File: src/sv/sapg_pkg.sv
// ----------------------------------------------------------------------------
// sapg_pkg
// shared types and constants of the servo angle pulse generator
// ----------------------------------------------------------------------------
package sapg_pkg;

  localparam int WIDTH_BITS_DEF  = 12;
  localparam int ANGLE_BITS      = 17;
  localparam int ANGLE_FRAC_BITS = 8;
  localparam int REG_IDX_BITS    = 3;

  // reset values of the configuration registers
  localparam int CENTER_RESET  = 1640;
  localparam int MIN_END_RESET = 2240;
  localparam int MAX_END_RESET = 1040;
  localparam logic signed [ANGLE_BITS-1:0] ANGLE_LIMIT_RESET =
    ANGLE_BITS'(45 << ANGLE_FRAC_BITS);

  typedef enum logic [1:0] {
    REQ_ANGLE  = 2'd0,
    REQ_WIDTH  = 2'd1,
    REQ_PERIOD = 2'd2,
    REQ_TICK   = 2'd3
  } req_type_t;

  typedef enum logic [REG_IDX_BITS-1:0] {
    REG_CENTER    = 3'd0,
    REG_MIN_END   = 3'd1,
    REG_MAX_END   = 3'd2,
    REG_MIN_ANGLE = 3'd3,
    REG_MAX_ANGLE = 3'd4
  } reg_idx_t;

  typedef struct packed {
    logic start;
  } seq_ctl_t;

  typedef struct packed {
    logic busy;
    logic done;
  } seq_sts_t;

endpackage

File: src/sv/sapg_if.sv
// ----------------------------------------------------------------------------
// sapg_if
// request and response channels of the servo angle pulse generator
// ----------------------------------------------------------------------------
interface sapg_req_if #(
  parameter int WIDTH_BITS = sapg_pkg::WIDTH_BITS_DEF
) ();
  logic                                   valid;
  logic                                   ready;
  logic [1:0]                             req_type;
  logic signed [sapg_pkg::ANGLE_BITS-1:0] angle;
  logic [WIDTH_BITS-1:0]                  width;

  modport source (output valid, req_type, angle, width, input ready);
  modport sink   (input valid, req_type, angle, width, output ready);
endinterface

interface sapg_rsp_if #(
  parameter int WIDTH_BITS = sapg_pkg::WIDTH_BITS_DEF
) ();
  logic                                   valid;
  logic                                   ready;
  logic                                   pin_level;
  logic [WIDTH_BITS-1:0]                  commanded_width;
  logic signed [sapg_pkg::ANGLE_BITS-1:0] set_angle;

  modport source (output valid, pin_level, commanded_width, set_angle, input ready);
  modport sink   (input valid, pin_level, commanded_width, set_angle, output ready);
endinterface

File: src/sv/servo_angle_pulse_generator.sv
// ----------------------------------------------------------------------------
// servo_angle_pulse_generator
// servo pulse width from angle or width commands, one pulse per period start
// ----------------------------------------------------------------------------
//  channel  dir  handshake            payload
//  req      in   valid/ready          req_type, angle, width
//  rsp      out  valid/ready          pin_level, commanded_width, set_angle
//  cfg      in   cfg_we               cfg_idx, cfg_data
//
//  angle command: the response follows the multiply, load, divide and fix steps
//  of the angle map; the restoring divider yields one quotient bit a cycle and
//  is skipped when the selected angle limit is zero.
//  width, period and tick requests: response the cycle after acceptance.
//  one request in flight; req.ready stays low until its response is taken or
//  is being taken. reset is synchronous and needs no clearing pass.
// ----------------------------------------------------------------------------
module servo_angle_pulse_generator #(
  parameter int  WIDTH_BITS = sapg_pkg::WIDTH_BITS_DEF,
  localparam int CFG_W = (WIDTH_BITS > sapg_pkg::ANGLE_BITS) ? WIDTH_BITS
                                                             : sapg_pkg::ANGLE_BITS
) (
  input  logic                                clk,
  input  logic                                rst,
  sapg_req_if.sink                            req,
  sapg_rsp_if.source                          rsp,
  input  logic                                cfg_we,
  input  logic [sapg_pkg::REG_IDX_BITS-1:0]   cfg_idx,
  input  logic [CFG_W-1:0]                    cfg_data
);

  localparam int AB = sapg_pkg::ANGLE_BITS;

  typedef enum logic {
    T_IDLE,
    T_ANGLE
  } top_state_t;

  top_state_t state;

  logic [WIDTH_BITS-1:0] center_width;
  logic [WIDTH_BITS-1:0] min_end_width;
  logic [WIDTH_BITS-1:0] max_end_width;
  logic signed [AB-1:0]  min_angle;
  logic signed [AB-1:0]  max_angle;

  logic [WIDTH_BITS-1:0] target_width;
  logic signed [AB-1:0]  held_angle;
  logic [WIDTH_BITS-1:0] latched_width;
  logic [WIDTH_BITS-1:0] elapsed_us;
  logic                  pin;
  logic                  rsp_valid;
  logic                  rsp_valid_next;

  logic                  req_fire;
  logic                  ends_equal;
  logic signed [AB-1:0]  angle_clamped;
  logic [WIDTH_BITS-1:0] width_clamped;
  logic [WIDTH_BITS-1:0] lo;
  logic [WIDTH_BITS-1:0] hi;
  logic [WIDTH_BITS-1:0] elapsed_next;

  sapg_pkg::seq_ctl_t    map_ctl;
  sapg_pkg::seq_sts_t    map_sts;
  logic [WIDTH_BITS-1:0] map_width;

  assign req.ready = (state == T_IDLE) && (!rsp_valid || rsp.ready);
  assign req_fire  = req.valid && req.ready;

  // pending response stays until taken; a new one comes from a short request
  // or from the end of an angle computation
  assign rsp_valid_next = (rsp_valid && !rsp.ready) ||
                          (req_fire && (req.req_type != sapg_pkg::REQ_ANGLE)) ||
                          ((state == T_ANGLE) && map_sts.done);

  assign ends_equal = (min_end_width == max_end_width);
  assign lo = (min_end_width < max_end_width) ? min_end_width : max_end_width;
  assign hi = (min_end_width < max_end_width) ? max_end_width : min_end_width;

  // with swapped angle limits, angles below the lower limit take it, all others the upper
  always_comb begin
    if (req.angle < min_angle) begin
      angle_clamped = min_angle;
    end else if (req.angle > max_angle) begin
      angle_clamped = max_angle;
    end else begin
      angle_clamped = req.angle;
    end
    if (req.width < lo) begin
      width_clamped = lo;
    end else if (req.width > hi) begin
      width_clamped = hi;
    end else begin
      width_clamped = req.width;
    end
  end

  assign elapsed_next = (elapsed_us == '1) ? elapsed_us : elapsed_us + 1'b1;

  assign map_ctl.start = req_fire && (req.req_type == sapg_pkg::REQ_ANGLE);

  sapg_angle_map #(
    .WIDTH_BITS (WIDTH_BITS)
  ) u_map (
    .clk           (clk),
    .rst           (rst),
    .ctl           (map_ctl),
    .angle         (angle_clamped),
    .center_width  (center_width),
    .min_end_width (min_end_width),
    .max_end_width (max_end_width),
    .min_angle     (min_angle),
    .max_angle     (max_angle),
    .sts           (map_sts),
    .result        (map_width)
  );

  always_ff @(posedge clk) begin
    if (rst) begin
      center_width  <= WIDTH_BITS'(sapg_pkg::CENTER_RESET);
      min_end_width <= WIDTH_BITS'(sapg_pkg::MIN_END_RESET);
      max_end_width <= WIDTH_BITS'(sapg_pkg::MAX_END_RESET);
      min_angle     <= -sapg_pkg::ANGLE_LIMIT_RESET;
      max_angle     <= sapg_pkg::ANGLE_LIMIT_RESET;
    end else if (cfg_we) begin
      case (cfg_idx)
        sapg_pkg::REG_CENTER:    center_width  <= cfg_data[WIDTH_BITS-1:0];
        sapg_pkg::REG_MIN_END:   min_end_width <= cfg_data[WIDTH_BITS-1:0];
        sapg_pkg::REG_MAX_END:   max_end_width <= cfg_data[WIDTH_BITS-1:0];
        sapg_pkg::REG_MIN_ANGLE: min_angle     <= $signed(cfg_data[AB-1:0]);
        sapg_pkg::REG_MAX_ANGLE: max_angle     <= $signed(cfg_data[AB-1:0]);
        default: begin
        end
      endcase
    end
  end

  always_ff @(posedge clk) begin
    if (rst) begin
      state         <= T_IDLE;
      target_width  <= WIDTH_BITS'(sapg_pkg::CENTER_RESET);
      held_angle    <= '0;
      latched_width <= '0;
      elapsed_us    <= '0;
      pin           <= 1'b0;
      rsp_valid     <= 1'b0;
    end else begin
      rsp_valid <= rsp_valid_next;
      case (state)
        T_IDLE: begin
          if (req_fire) begin
            case (req.req_type)
              sapg_pkg::REQ_ANGLE: begin
                held_angle <= angle_clamped;
                state      <= T_ANGLE;
              end
              sapg_pkg::REQ_WIDTH: begin
                if (!ends_equal) begin
                  target_width <= width_clamped;
                end
              end
              sapg_pkg::REQ_PERIOD: begin
                pin           <= 1'b1;
                latched_width <= target_width;
                elapsed_us    <= '0;
              end
              sapg_pkg::REQ_TICK: begin
                if (pin) begin
                  elapsed_us <= elapsed_next;
                  if (elapsed_next >= latched_width) begin
                    pin <= 1'b0;
                  end
                end
              end
              default: begin
              end
            endcase
          end
        end
        T_ANGLE: begin
          if (map_sts.done) begin
            if (!ends_equal) begin
              target_width <= map_width;
            end
            state <= T_IDLE;
          end
        end
        default: begin
          state <= T_IDLE;
        end
      endcase
    end
  end

  // response fields come straight from the state, held until the next transaction
  assign rsp.valid           = rsp_valid;
  assign rsp.pin_level       = pin;
  assign rsp.commanded_width = target_width;
  assign rsp.set_angle       = held_angle;

  a_no_accept_busy : assert property (@(posedge clk) disable iff (rst)
    state == T_ANGLE |-> !req.ready)
    else $error("request accepted during an angle computation");

  a_pin_rise : assert property (@(posedge clk) disable iff (rst)
    $rose(pin) |-> $past(req.valid && req.ready &&
                         req.req_type == sapg_pkg::REQ_PERIOD))
    else $error("pin rose without a period start");

  a_map_done_rsp : assert property (@(posedge clk) disable iff (rst)
    map_sts.done |=> rsp.valid)
    else $error("angle result not presented");

  a_map_idle : assert property (@(posedge clk) disable iff (rst)
    state == T_IDLE |-> !map_sts.busy)
    else $error("angle map running while idle");

endmodule

File: src/sv/sapg_divider.sv
// ----------------------------------------------------------------------------
// sapg_divider
// unsigned restoring divider, one quotient bit per cycle
// ----------------------------------------------------------------------------
module sapg_divider #(
  parameter int NUM_W = sapg_pkg::WIDTH_BITS_DEF + 16,
  parameter int DEN_W = sapg_pkg::ANGLE_BITS
) (
  input  logic               clk,
  input  logic               rst,
  input  sapg_pkg::seq_ctl_t ctl,
  input  logic [NUM_W-1:0]   dividend,
  input  logic [DEN_W-1:0]   divisor,
  output sapg_pkg::seq_sts_t sts,
  output logic [NUM_W-1:0]   quotient,
  output logic [DEN_W-1:0]   remainder
);

  localparam int CNT_W = $clog2(NUM_W + 1);

  logic [CNT_W-1:0] cnt;
  logic             busy;
  logic             done;
  logic [NUM_W-1:0] quo;
  logic [DEN_W-1:0] rem;
  logic [DEN_W-1:0] dsr;

  logic [DEN_W:0]   rem_sh;
  logic [DEN_W:0]   rem_diff;
  logic             fits;
  logic [DEN_W-1:0] rem_next;

  assign rem_sh   = {rem, quo[NUM_W-1]};
  assign rem_diff = rem_sh - {1'b0, dsr};
  assign fits     = rem_sh >= {1'b0, dsr};
  assign rem_next = fits ? rem_diff[DEN_W-1:0] : rem_sh[DEN_W-1:0];

  always_ff @(posedge clk) begin
    if (rst) begin
      cnt  <= '0;
      busy <= 1'b0;
      done <= 1'b0;
    end else begin
      done <= 1'b0;
      if (ctl.start) begin
        cnt  <= CNT_W'(NUM_W);
        busy <= 1'b1;
      end else if (busy) begin
        cnt <= cnt - 1'b1;
        if (cnt == CNT_W'(1)) begin
          busy <= 1'b0;
          done <= 1'b1;
        end
      end
    end
  end

  always_ff @(posedge clk) begin
    if (ctl.start) begin
      quo <= dividend;
      rem <= '0;
      dsr <= divisor;
    end else if (busy) begin
      quo <= {quo[NUM_W-2:0], fits};
      rem <= rem_next;
    end
  end

  assign sts.busy  = busy;
  assign sts.done  = done;
  assign quotient  = quo;
  assign remainder = rem;

  a_start_busy : assert property (@(posedge clk) disable iff (rst)
    ctl.start |=> busy && cnt == CNT_W'(NUM_W))
    else $error("divider did not load on start");

  a_done_after_busy : assert property (@(posedge clk) disable iff (rst)
    done |-> $past(busy) && !busy)
    else $error("divider done without a running division");

  a_busy_count : assert property (@(posedge clk) disable iff (rst)
    busy |-> cnt != '0)
    else $error("divider running with an empty step count");

endmodule

File: src/sv/sapg_angle_map.sv
// ----------------------------------------------------------------------------
// sapg_angle_map
// maps a clamped angle to a pulse width through a restoring divider
// ----------------------------------------------------------------------------
module sapg_angle_map #(
  parameter int WIDTH_BITS = sapg_pkg::WIDTH_BITS_DEF
) (
  input  logic                                   clk,
  input  logic                                   rst,
  input  sapg_pkg::seq_ctl_t                     ctl,
  input  logic signed [sapg_pkg::ANGLE_BITS-1:0] angle,
  input  logic [WIDTH_BITS-1:0]                  center_width,
  input  logic [WIDTH_BITS-1:0]                  min_end_width,
  input  logic [WIDTH_BITS-1:0]                  max_end_width,
  input  logic signed [sapg_pkg::ANGLE_BITS-1:0] min_angle,
  input  logic signed [sapg_pkg::ANGLE_BITS-1:0] max_angle,
  output sapg_pkg::seq_sts_t                     sts,
  output logic [WIDTH_BITS-1:0]                  result
);

  localparam int AB = sapg_pkg::ANGLE_BITS;
  localparam int PW = WIDTH_BITS + 1 + AB;   // signed product
  localparam int NW = WIDTH_BITS + 16;       // product magnitude
  localparam int VW = WIDTH_BITS + 18;       // center plus quotient

  typedef enum logic [2:0] {
    M_IDLE,
    M_MUL,
    M_LOAD,
    M_WAIT,
    M_FIX
  } map_state_t;

  map_state_t state;

  logic signed [WIDTH_BITS:0] diff;
  logic signed [AB-1:0]       ang;
  logic signed [AB:0]         den;
  logic signed [PW-1:0]       prod;
  logic                       done;

  logic signed [PW-1:0] prod_abs;
  logic signed [AB:0]   den_abs;
  logic                 den_zero;
  logic [WIDTH_BITS-1:0] lo;
  logic [WIDTH_BITS-1:0] hi;

  sapg_pkg::seq_ctl_t div_ctl;
  sapg_pkg::seq_sts_t div_sts;
  logic [NW-1:0]      div_quo;
  logic [AB:0]        div_rem;

  logic signed [VW-1:0] q_mag;
  logic signed [VW-1:0] q_val;
  logic signed [VW-1:0] v_sum;
  logic signed [VW-1:0] lo_v;
  logic signed [VW-1:0] hi_v;
  logic [WIDTH_BITS-1:0] fix_width;

  assign prod_abs = prod[PW-1] ? -prod : prod;
  assign den_abs  = den[AB] ? -den : den;
  assign den_zero = (den == '0);
  assign lo = (min_end_width < max_end_width) ? min_end_width : max_end_width;
  assign hi = (min_end_width < max_end_width) ? max_end_width : min_end_width;

  assign div_ctl.start = (state == M_LOAD) && !den_zero;

  sapg_divider #(
    .NUM_W (NW),
    .DEN_W (AB + 1)
  ) u_div (
    .clk       (clk),
    .rst       (rst),
    .ctl       (div_ctl),
    .dividend  (prod_abs[NW-1:0]),
    .divisor   (den_abs),
    .sts       (div_sts),
    .quotient  (div_quo),
    .remainder (div_rem)
  );

  // floor of the signed quotient, then add center and clamp to the end widths
  always_comb begin
    q_mag = $signed({(VW-NW)'(0), div_quo});
    if ((prod[PW-1] ^ den[AB]) && (prod != '0)) begin
      q_val = -(q_mag + VW'(div_rem != '0));
    end else begin
      q_val = q_mag;
    end
    v_sum = $signed({(VW-WIDTH_BITS)'(0), center_width}) + q_val;
    lo_v  = $signed({(VW-WIDTH_BITS)'(0), lo});
    hi_v  = $signed({(VW-WIDTH_BITS)'(0), hi});
    if (den_zero) begin
      // zero divisor saturates toward the sign of the product, or gives center for a zero product
      if (prod == '0) begin
        v_sum = $signed({(VW-WIDTH_BITS)'(0), center_width});
      end else if (prod[PW-1]) begin
        v_sum = lo_v;
      end else begin
        v_sum = hi_v;
      end
    end
    if (v_sum < lo_v) begin
      fix_width = lo;
    end else if (v_sum > hi_v) begin
      fix_width = hi;
    end else begin
      fix_width = v_sum[WIDTH_BITS-1:0];
    end
  end

  always_ff @(posedge clk) begin
    if (rst) begin
      state <= M_IDLE;
      done  <= 1'b0;
    end else begin
      done <= 1'b0;
      case (state)
        M_IDLE: begin
          if (ctl.start) begin
            state <= M_MUL;
          end
        end
        M_MUL: begin
          state <= M_LOAD;
        end
        M_LOAD: begin
          state <= den_zero ? M_FIX : M_WAIT;
        end
        M_WAIT: begin
          if (div_sts.done) begin
            state <= M_FIX;
          end
        end
        M_FIX: begin
          done  <= 1'b1;
          state <= M_IDLE;
        end
        default: begin
          state <= M_IDLE;
        end
      endcase
    end
  end

  always_ff @(posedge clk) begin
    if (state == M_IDLE && ctl.start) begin
      ang <= angle;
      if (angle > 0) begin
        diff <= $signed({1'b0, center_width}) - $signed({1'b0, min_end_width});
        den  <= -$signed({min_angle[AB-1], min_angle});
      end else if (angle < 0) begin
        diff <= $signed({1'b0, max_end_width}) - $signed({1'b0, center_width});
        den  <= $signed({max_angle[AB-1], max_angle});
      end else begin
        diff <= '0;
        den  <= (AB+1)'(1);
      end
    end
    if (state == M_MUL) begin
      prod <= diff * ang;
    end
    if (state == M_FIX) begin
      result <= fix_width;
    end
  end

  assign sts.busy = (state != M_IDLE);
  assign sts.done = done;

  a_result_in_range : assert property (@(posedge clk) disable iff (rst)
    done |-> result >= lo && result <= hi)
    else $error("mapped width outside the end widths");

  a_done_from_fix : assert property (@(posedge clk) disable iff (rst)
    done |-> $past(state == M_FIX))
    else $error("map done without a final step");

  a_div_only_waiting : assert property (@(posedge clk) disable iff (rst)
    div_sts.busy |-> state == M_WAIT)
    else $error("divider running outside the wait step");

endmodule
File: src/flat_wrapper.sv
// flat-port wrapper written by rule: the top's interface ports become plain ports
module servo_angle_pulse_generator_flat 
#(
  parameter int  WIDTH_BITS = sapg_pkg::WIDTH_BITS_DEF,
  localparam int CFG_W = (WIDTH_BITS > sapg_pkg::ANGLE_BITS) ? WIDTH_BITS
                                                             : sapg_pkg::ANGLE_BITS
)
  (clk, rst, cfg_we, cfg_idx, cfg_data, req_valid, req_req_type, req_angle, req_width, req_ready, rsp_valid, rsp_pin_level, rsp_commanded_width, rsp_set_angle, rsp_ready);
  sapg_req_if #(.WIDTH_BITS(WIDTH_BITS)) req_i ();
  sapg_rsp_if #(.WIDTH_BITS(WIDTH_BITS)) rsp_i ();
  input  logic clk;
  input  logic rst;
  input  logic cfg_we;
  input  logic [sapg_pkg::REG_IDX_BITS-1:0] cfg_idx;
  input  logic [CFG_W-1:0] cfg_data;
  input wire logic [$bits(req_i.valid)-1:0] req_valid;
  input wire logic [$bits(req_i.req_type)-1:0] req_req_type;
  input wire logic [$bits(req_i.angle)-1:0] req_angle;
  input wire logic [$bits(req_i.width)-1:0] req_width;
  output wire logic [$bits(req_i.ready)-1:0] req_ready;
  output wire logic [$bits(rsp_i.valid)-1:0] rsp_valid;
  output wire logic [$bits(rsp_i.pin_level)-1:0] rsp_pin_level;
  output wire logic [$bits(rsp_i.commanded_width)-1:0] rsp_commanded_width;
  output wire logic [$bits(rsp_i.set_angle)-1:0] rsp_set_angle;
  input wire logic [$bits(rsp_i.ready)-1:0] rsp_ready;
  assign req_i.valid = req_valid;
  assign req_i.req_type = req_req_type;
  assign req_i.angle = req_angle;
  assign req_i.width = req_width;
  assign req_ready = req_i.ready;
  assign rsp_valid = rsp_i.valid;
  assign rsp_pin_level = rsp_i.pin_level;
  assign rsp_commanded_width = rsp_i.commanded_width;
  assign rsp_set_angle = rsp_i.set_angle;
  assign rsp_i.ready = rsp_ready;
  servo_angle_pulse_generator #(.WIDTH_BITS(WIDTH_BITS)) u_core (.clk(clk), .rst(rst), .req(req_i), .rsp(rsp_i), .cfg_we(cfg_we), .cfg_idx(cfg_idx), .cfg_data(cfg_data));
endmodule
File: config.mk
export PLATFORM = sky130hd
export DESIGN_NAME = servo_angle_pulse_generator_flat
export DESIGN_NICKNAME = d
export VERILOG_FILES = /design/src/sv/sapg_pkg.sv /design/src/sv/sapg_if.sv /design/src/sv/servo_angle_pulse_generator.sv /design/src/sv/sapg_divider.sv /design/src/sv/sapg_angle_map.sv /design/src/flat_wrapper.sv
export SDC_FILE = /design/constraint.sdc
export NUM_CORES = 2
export LEC_CHECK = 0
export BUFFER_PORTS_ARGS = -buffer_cell sky130_fd_sc_hd__buf_4
export CORE_MARGIN = 2
export CORE_UTILIZATION = 50
export DETAILED_ROUTE_END_ITERATION = 10
export PLACE_DENSITY = 0.66
export SLEW_MARGIN = 5
export SYNTH_ARGS = -nofsm -noshare
export SYNTH_HDL_FRONTEND = slang
export SYNTH_SLANG_ARGS = --single-unit
File: constraint.sdc
create_clock -name clk -period 7.9 [get_ports clk]
set_clock_uncertainty 0.2 [all_clocks]
set_input_delay 0.395 -clock clk [delete_from_list [all_inputs] [get_ports clk]]
set_output_delay 0.395 -clock clk [all_outputs]
set_load 0.05 [all_outputs]
==> impl_metrics.json <==
{
  "hp-start": "req_valid",
  "synthArstFlopShare": 0,
  "post_dp_cell_area_sq_mm": 0.0298,
  "crit_path_start": "u_core.u_map.diff[1]",
  "wl_per_cell_microns": 18.7,
  "antenna_found_initial": 2,
  "synth.distinct_cells": 87,
  "drc": 0,
  "h-tree-depth": 2,
  "dr.pass1.iters": 5,
  "ant_nets": 0,
  "synth_compound_area_frac": 0.163,
  "hold_viol_final": 0,
  "vias": 23200,
  "dp_slack_ns": 0.297,
  "core_area_sq_mm": 0.0564,
  "die_w_microns": 243,
  "min_period_ns": 7.54,
  "power_density_mw_per_mm2": 309,
  "tightest_slew_ns": 1.27,
  "design_area_sq_mm": 0.0311,
  "synth_adder_area_share": 0.265,
  "use_met1": 0.367,
  "crit_slowest_cell": "edfxtp_1",
  "cts_root_buffer": "clkbuf_16",
  "min_path_type": "primary input to flop",
  "cts_inserted_buffers": 35,
  "synth-seq-cells": 291,
  "finalSetupTns_ns": 0,
  "ff_latch_area_sq_mm": 0.00719,
  "avgSynthCellArea_sq_um": 8.68,
  "use_met2": 0.405,
  "syn_to_final_growth_pct": 8.98,
  "postLayoutCoreUtil": 0.551,
  "io_buffer_count": 87,
  "hpwl_microns": 60600,
  "netlist.area_leader.share": 0.147,
  "path_max_fanout": 17,
  "grt_pass1_wl_microns": 121000,
  "clock_sinks": 291,
  "die_area_sq_mm": 0.0590,
  "worstPathRequired_ns": 7.99,
  "finalMaxSlewViolations": 0,
  "wl_microns": 76400,
  "final_cells": 4097,
  "max-slew-margin-rel": 0.156,
  "post-route-period-util": 0.955,
  "fp.dieH_microns": 243,
  "synth_simple_gate_area_frac": 0.175,
  "clock.fmax_mhz": 133,
  "ys_seq_area_frac": 0.252,
  "rsz0062_at_grt": "false",
  "clkSlewWorstSetupHoldPaths_ns": 0.06,
  "yosys_warnings": 0,
  "clockBufferDepth": 3,
  "vias_per_cell": 5.67,
  "synthCells": 3286,
  "grt_overflow": 0,
  "use_met3": 0.0379,
  "pin_count": 88,
  "gp_congestion": 0.929,
  "r2r_start": "u_core.u_map.diff[1]",
  "critPathKind": "flop to flop",
  "start_util": 0.506,
  "first_global_vias": 22200,
  "synth_top_family_by_area": "adder cells",
  "worstPathArrival_ns": 7.63,
  "insertion_delay_ns": 0.56,
  "setup_viol": 0,
  "synthFlopType": "dfxtp_1",
  "synth_edf_count": 136,
  "drv_cap": 0,
  "drt_iter0_drc": 1796,
  "gr-usage-all-layers": 0.255,
  "grt_max_degree": 90,
  "vdd_drop_max_v": 0.000328,
  "crit_path_start_kind": "flop",
  "num_antenna_cells": 0,
  "path_common_cell": "inv_1",
  "multi_input_area_sq_mm": 0.0194,
  "yosysTopAreaCell": "fa_1",
  "p_leak_nw": 13.7,
  "synthXorXnorAreaFrac": 0.0445,
  "synthMuxAreaShare": 0.0314,
  "endpoint_kind": "flop",
  "grt-busiest-layer": "met2",
  "critical_path.max_stage_delay_ns": 0.70,
  "netlist_area_sq_mm": 0.0285,
  "tritoncts": "yes",
  "syn_nets": 3821,
  "layout-drive-gt1-share": 0.0712,
  "place_inst": 4010,
  "setup_ws_ns": 0.357,
  "rows": 87,
  "n_fill_cell": 5190,
  "synthTopCellsByArea": "fa_1, edfxtp_1, ha_1",
  "nets": 3849,
  "outcome": "completed"
}
-- kinds of logic after synthesis --
group           count (synthesis)
simple gates                 1056
flops                         291
fa+ha+maj                     479
mux                            88
xor+xnor                      145
compound gates                720
buf+inv                       507
-- layer usage --
layer	part of all wire	wire length [microns]
met4	0.018	1410
met1	0.47	36000
met3	0.057	4350
met2	0.45	34600
met5	0.00030	23
-- cell usage after synthesis, drive strengths merged, types with 12 or more instances --
| library cell | n |
|---|---|
| buf | 19 |
| xor2 | 29 |
| dfxtp | 155 |
| or2 | 20 |
| nor2 | 193 |
| o21ai | 155 |
| o21a | 25 |
| a31oi | 14 |
| a221o | 13 |
| edfxtp | 136 |
| nor2b | 38 |
| mux2 | 12 |
| nand4 | 24 |
| xnor2 | 116 |
| nor4 | 18 |
| and3 | 13 |
| a21o | 84 |
| nand2 | 468 |
| or3 | 20 |
| clkbuf | 124 |
| o21bai | 17 |
| a21oi | 229 |
| fa | 210 |
| o211ai | 14 |
| a211oi | 32 |
| nor3 | 37 |
| inv | 364 |
| ha | 269 |
| o31ai | 18 |
| nand3 | 40 |
| mux2i | 76 |
| a21boi | 12 |
| nand3b | 18 |
| nand2b | 43 |
| a22o | 34 |
| and2 | 88 |
-- path summary, 6_finish.rpt --
check	slack (ns)	cells past startpoint	end
setup / recovery	0.36	26	u_core.u_map.prod[26]
hold / removal	0.04	3	u_core.rsp.valid
setup reg to reg	0.36	26	u_core.u_map.prod[26]
hold reg to reg	0.26	2	u_core.min_angle[1]
-- layout by cell type, fill, tap and decap left out, types with 19 or more instances in the layout --
cell       synthesis  final
nand2_1          468    468
inv_1            364    363
ha_1             269    269
a21oi_1          228    226
fa_1             210    210
nor2_1           192    192
dfxtp_1          155    155
o21ai_0          153    153
edfxtp_1         136    136
xnor2_1          116    116
buf_4              2    116
and2_1            88     88
a21o_1            84     84
mux2i_1           76     76
nand2b_1          43     43
nand3_1           39     39
nor2b_1           38     38
clkbuf_16          0     35
a22o_1            34     34
nor3_1            33     33
a211oi_1          31     31
xor2_1            29     29
o21a_1            24     24
nand4_1           24     24
or3_1             20     20
or2_2             19     19
-- sequential cells by signal, indices dropped and copies added, names as in the netlist, 13 cells and up --
register                      count
u_core.u_map.den                 18
u_core.u_map.u_div.remainder     18
u_core.u_map.diff                13
u_core.u_map.u_div.dsr           18
u_core.u_map.ang                 17
u_core.u_map.u_div.quotient      28
u_core.max_angle                 17
u_core.u_map.prod                30
u_core.min_angle                 17
u_core.rsp.set_angle             17
-- layout make-up --
type / count / area share
repair buffers: 134 / 0.0338
flip-flops and latches: 291 / 0.231
clock buffers: 45 / 0.0305
multi-input cells: 2488 / 0.625
inverters: 364 / 0.0439
well taps: 756 / 0.0304
clock inverters: 19 / 0.00483
-- critical path: cells and delay by family (launching register included) --
| family | cells | cell delay, ns |
|---|---|---|
| compound gates | 10 | 2.46 |
| buf+inv | 5 | 0.26 |
| fa+ha+maj | 7 | 2.98 |
| flops | 1 | 0.70 |
| xor+xnor | 1 | 0.16 |
| simple gates | 3 | 0.52 |
-- what timing repair did --
item                                   CTS  global route
setup endpoints to repair                0             2
hold buffers                            18             0
endpoints found under the hold margin   71             0
buffers inserted                         0             5
gates resized for setup                  0             0
-- metrics by stage --
step | hold WS, ns | total power, mW
2_1_floorplan | 0.236 | 6.55
3_3_place_gp | 0.248 | 7.84
3_5_place_dp | 0.250 | 7.98
4_1_cts | 0.000334 | 9.60
5_1_grt | 0.0185 | 10.4
6_report | 0.0381 | 9.60
-- where the power goes --
part	total, mW	internal [mW]	switching, mW
Sequential	2.15	1.96	0.190
Clock	1.55	0.864	0.687
Combinational	5.89	2.55	3.35
Power figures use the tool's default switching activity.
